File: config.mk
export PLATFORM = sky130hd
export DESIGN_NAME = tfsr_chain
export DESIGN_NICKNAME = d
export VERILOG_FILES = /design/src/hdl/tach_filter_setpoint_ramp_top_assert.svh /design/src/hdl/tfsr_pkg.sv /design/src/hdl/tfsr_cell.sv /design/src/hdl/tfsr_chain.sv
export SDC_FILE = /design/constraint.sdc
export NUM_CORES = 1
export LEC_CHECK = 0
export BUFFER_PORTS_ARGS = -buffer_cell sky130_fd_sc_hd__buf_2
export CORE_MARGIN = 8
export CORE_UTILIZATION = 45
export CTS_CLUSTER_SIZE = 25
export DETAILED_ROUTE_END_ITERATION = 8
export SLEW_MARGIN = 10
export SYNTH_ARGS = -nofsm -noshare
export SYNTH_HDL_FRONTEND = slang
export SYNTH_SLANG_ARGS = --single-unit
export TNS_END_PERCENT = 1
File: constraint.sdc
create_clock -name clk -period 1.1 [get_ports clk]
set_input_delay 0.055 -clock clk [delete_from_list [all_inputs] [get_ports clk]]
set_output_delay 0.055 -clock clk [all_outputs]
set_load 0.01 [all_outputs]
File: src/hdl/tach_filter_setpoint_ramp_top_assert.svh
// Assertion shorthands for the block that checks itself.
// Both expect clk and rst_n in scope.
`ifndef TACH_FILTER_SETPOINT_RAMP_TOP_ASSERT_SVH
`define TACH_FILTER_SETPOINT_RAMP_TOP_ASSERT_SVH

// Consequent must hold in the same cycle as the antecedent.
`define TFSR_ASSERT_SAME(label, ante, cons, msg) \
    label: assert property (@(posedge clk) disable iff (!rst_n) (ante) |-> (cons)) \
        else $error(msg);

// Consequent must hold in the cycle after the antecedent.
`define TFSR_ASSERT_NEXT(label, ante, cons, msg) \
    label: assert property (@(posedge clk) disable iff (!rst_n) (ante) |=> (cons)) \
        else $error(msg);

`endif

File: src/hdl/tfsr_pkg.sv
`default_nettype none

package tfsr_pkg;

    // Field widths
    localparam int unsigned SPEED_W     = 16;
    localparam int unsigned MAX_SPEED_W = 8;
    localparam int unsigned STEP_W      = 16;
    localparam int unsigned ALPHA_W     = 16;
    localparam int unsigned CFG_DATA_W  = 16;
    localparam int unsigned CFG_INDEX_W = 2;

    // Parameter defaults
    localparam int unsigned AVG_DEPTH_DEF   = 50;
    localparam int unsigned SAMPLE_BITS_DEF = 10;

    // 255.0 full scale in Q8.8
    localparam logic [SPEED_W-1:0] SCALE_NUM = 16'hFF00;
    // 8.0 in Q8.8, one bit wider for the compare
    localparam logic [SPEED_W:0] OVERLOAD_MARGIN = 17'd2048;

    // Register reset values
    localparam logic [MAX_SPEED_W-1:0] MAX_SPEED_RST  = 8'd150;
    localparam logic [STEP_W-1:0]      RAMP_UP_RST    = 16'd5;
    localparam logic [STEP_W-1:0]      RAMP_DOWN_RST  = 16'd13;
    localparam logic [ALPHA_W-1:0]     ALPHA_RST      = 16'd5898;

    typedef enum logic [CFG_INDEX_W-1:0] {
        CFG_MAX_SPEED = 2'd0,
        CFG_RAMP_UP   = 2'd1,
        CFG_RAMP_DOWN = 2'd2,
        CFG_ALPHA     = 2'd3
    } cfg_index_t;

    typedef enum logic [8:0] {
        ST_IDLE    = 9'b000000001,
        ST_MUL     = 9'b000000010,
        ST_FOLD    = 9'b000000100,
        ST_SHIFT   = 9'b000001000,
        ST_AVG_MUL = 9'b000010000,
        ST_AVG     = 9'b000100000,
        ST_EMA_MUL = 9'b001000000,
        ST_EMA     = 9'b010000000,
        ST_RAMP    = 9'b100000000
    } state_t;

endpackage

`default_nettype wire

File: src/hdl/tfsr_cell.sv
`default_nettype none

// One reading of the averaging window; passes its value on when the window moves.
module tfsr_cell
    import tfsr_pkg::*;
(
    input  wire logic               clk,
    input  wire logic               rst_n,
    input  wire logic               shift_en,
    input  wire logic [SPEED_W-1:0] din,
    output logic      [SPEED_W-1:0] dout
);

    logic [SPEED_W-1:0] value_reg;

    always_ff @(posedge clk or negedge rst_n)
    begin
        if (!rst_n)
        begin
            value_reg <= '0;
        end
        else if (shift_en)
        begin
            value_reg <= din;
        end
    end

    assign dout = value_reg;

endmodule

`default_nettype wire

File: src/hdl/tfsr_chain.sv
`default_nettype none

// Averaging window as a row of cells; the last cell holds the reading
// that drops out on the next shift.
module tfsr_chain
    import tfsr_pkg::*;
#(
    parameter int unsigned AVG_DEPTH = AVG_DEPTH_DEF
)
(
    input  wire logic               clk,
    input  wire logic               rst_n,
    input  wire logic               shift_en,
    input  wire logic [SPEED_W-1:0] din,
    output logic      [SPEED_W-1:0] oldest
);

    logic [SPEED_W-1:0] link [0:AVG_DEPTH];

    assign link[0] = din;

    for (genvar k = 0; k < AVG_DEPTH; k++)
    begin : g_cell
        tfsr_cell u_cell (
            .clk      (clk),
            .rst_n    (rst_n),
            .shift_en (shift_en),
            .din      (link[k]),
            .dout     (link[k+1])
        );
    end

    assign oldest = link[AVG_DEPTH];

endmodule

`default_nettype wire

==> flow_summary.yaml <==
status:
  status: "complete, but fails checks"
  violations: "negative setup slack"
flow_run:
  max_cap_viol_count: 0
synth:
  synthTopCellsByArea: "dfrtp_1, mux2_2, clkbuf_8, buf_6"
  ys_seq_area_share_pct: 66.2
  async_flop_share_pct: 100
  synth_area_leader_cell: "dfrtp_1"
  synthFlopType: "dfrtp_1"
  postSynthAreaPerCell_um2: 17.9
  yosys_warnings: 0
  synth-edff-count: 0
  synth_top_area_share_pct: 66.2
  synthTopCellsByCount: "dfrtp_1, mux2_2, clkbuf_8"
  synthCells: 1689
  synth_fp_nets: 1708
  synth.ff_latch_count: 800
  yosys.cell_types.count: 4
  netlist_area_um2: 30200
setup_path:
  cp.arrival_ns: 1.16
  cp-start-kind: "flop"
  path_class: "reg -> out"
  crit_chain: "buf_2"
  rrSetupSlack_ns: 0.30
  cp_max_fo: 2
  path_depth: 1
  r2r_start: "g_cell[14].u_cell.dout[9]"
  endpoint: "oldest[11]"
  critical_path.reg2reg.endpoint: "g_cell[15].u_cell.dout[9]"
  critPathSlowestCell: "dfrtp_1"
  required_ns: 1.04
  cp-end-kind: "primary output"
  startpoint: "g_cell[49].u_cell.dout[11]"
  critPathBufInv: 1
  path_delay_family: "flip-flops"
  reg2reg_depth: 1
  slowest_delay_ns: 0.40
die:
  die-area_um2: 75700
  ioPinCount: 35
  fp.dieW_um: 275
  die_h_um: 275
  core_area_um2: 66800
  initial_utilization_pct: 45.3
  rows: 95
sta:
  hold_viol_final: 0
  fin_crit_sh_pct: 111
  setup_ws_ns: -0.118
  max_freq_mhz: 821
  rsz0062_at_grt: "yes"
  setup_tns_ns: -1.37
  setup_violations: 16
  slew_headroom_pct: 71.1
  skew_ns: 0.0132
  fin_crit_ns: 1.22
  tightestPinTransition_ns: 0.433
  finalMaxSlewViolations: 0
route:
  vias: 13600
  drc: 0
  drt_wl_total_um: 40500
  drt_iter0_drc: 535
  wl_per_cell_um: 14.6
  avgViaCountPerCell: 4.89
  antenna_violating_nets_post_route: 0
  first_pass_iters: 4
hold_path:
  hold_start: "shift_en"
  hold_path_class: "in -> reg"
placement:
  hpwl_um: 24800
  numPortBuffers: 34
  gp_congestion: 0.667
  pre_cts_ws_ns: -0.0828
  dpl_cell_area_um2: 31600
cts:
  postCtsSetupRepairBufs: 0
  cts_tree: "yes"
  worstSkewPairLatency_ns: 0.61
  clkTransAtPathRegs_ns: 0.06
  clock_path_buffers: 3
  cts_htree_levels: 3
  cts.sinks: 800
  cts_buffers: 85
  cts-root-buf: "clkbuf_16"
cells_and_area:
  stdcell_area_um2: 34700
  drive_above_1_share_pct: 55.9
  diodes: 0
  syn_to_final_growth_pct: 14.8
  final_core_util_pct: 52.0
  largest_register_ff_count: 800
  fin_nets: 1860
grt:
  grt_usage_pct: 11.4
  grt_pass1_vias: 15000
  grt_pass1_wl_um: 73100
  gr-total-overflow: 0
  grt_max_degree: 79
  antenna_found_initial: 1
power:
  power_mw: 78.1
  leakage_nw: 16.6
  power.density_nw_per_um2: 2250
  irDropWorstVdd_mv: 1.22
-- how the worst min path moves through the flow --
stage / endpoint / slack (ns) / cells past startpoint
final: g_cell[5].u_cell.dout[6] / 0.07 / 3
after CTS: g_cell[7].u_cell.dout[5] / 0.03 / 3
after global placement: g_cell[13].u_cell.dout[3] / -0.02 / 1
after global routing: g_cell[4].u_cell.dout[5] / 0.05 / 3
after detailed placement: g_cell[13].u_cell.dout[3] / -0.02 / 1
after floorplan: g_cell[0].u_cell.dout[0] / -0.24 / 0
-- per-layer routing --
metal,global-route usage [%],vias to the layer above,wire [um]
met5,0,-,0
met3,2.39,67,1270
met4,4.14,0,843
met1,14.4,7156,18000
li1,-,6265,-
met2,19.2,111,20400
-- area by class of cell --
class | count | area [um^2]
clock buffers | 117 | 2410
clock inverters | 36 | 455
fillers | 5508 | 32100
multi-input cells | 800 | 9010
flip-flops and latches | 800 | 20000
well taps | 873 | 1090
repair buffers | 154 | 1720
-- metrics by stage --
step,hold slack [ns],cells
2_1_floorplan,-0.241,1689
3_3_place_gp,-0.0216,2603
3_5_place_dp,-0.0199,2603
4_1_cts,0.0265,2780
5_1_grt,0.0495,2780
6_report,0.0738,2780
-- placed cells by master, fill, tap and decap left out, types with 2 or more instances in the layout --
| cell | Yosys | final |
|---|---|---|
| buf_12 | 0 | 43 |
| buf_2 | 0 | 27 |
| buf_4 | 0 | 53 |
| buf_6 | 9 | 5 |
| buf_8 | 0 | 2 |
| bufinv_16 | 0 | 8 |
| clkbuf_1 | 0 | 17 |
| clkbuf_16 | 0 | 86 |
| clkbuf_8 | 80 | 14 |
| clkinv_2 | 0 | 20 |
| clkinv_8 | 0 | 2 |
| clkinvlp_4 | 0 | 2 |
| dfrtp_1 | 800 | 800 |
| dlygate4sd3_1 | 0 | 23 |
| inv_6 | 0 | 2 |
| mux2_2 | 800 | 800 |
-- cell families (layout without fill, tap and decap cells) --
logic type / count (synthesis) / in the layout / synth area share, %
buffers and inverters: 89 / 307 / 3.98
DFF: 800 / 800 / 66.2
muxes: 800 / 800 / 29.8
-- report_power, final --
group	switching, mW	internal (mW)	total (mW)
clock	11.2	17.3	28.4
combinational	2.94	6.42	9.36
sequential	3.45	36.8	40.3
-- timing repair --
| item | in CTS | in global routing |
|---|---|---|
| gates resized for setup | 4 | 3 |
| endpoints found under the hold margin | 836 | 0 |
| setup endpoints to repair | 16 | 137 |
| hold buffers | 24 | 0 |
Power figures use the tool's default switching activity.
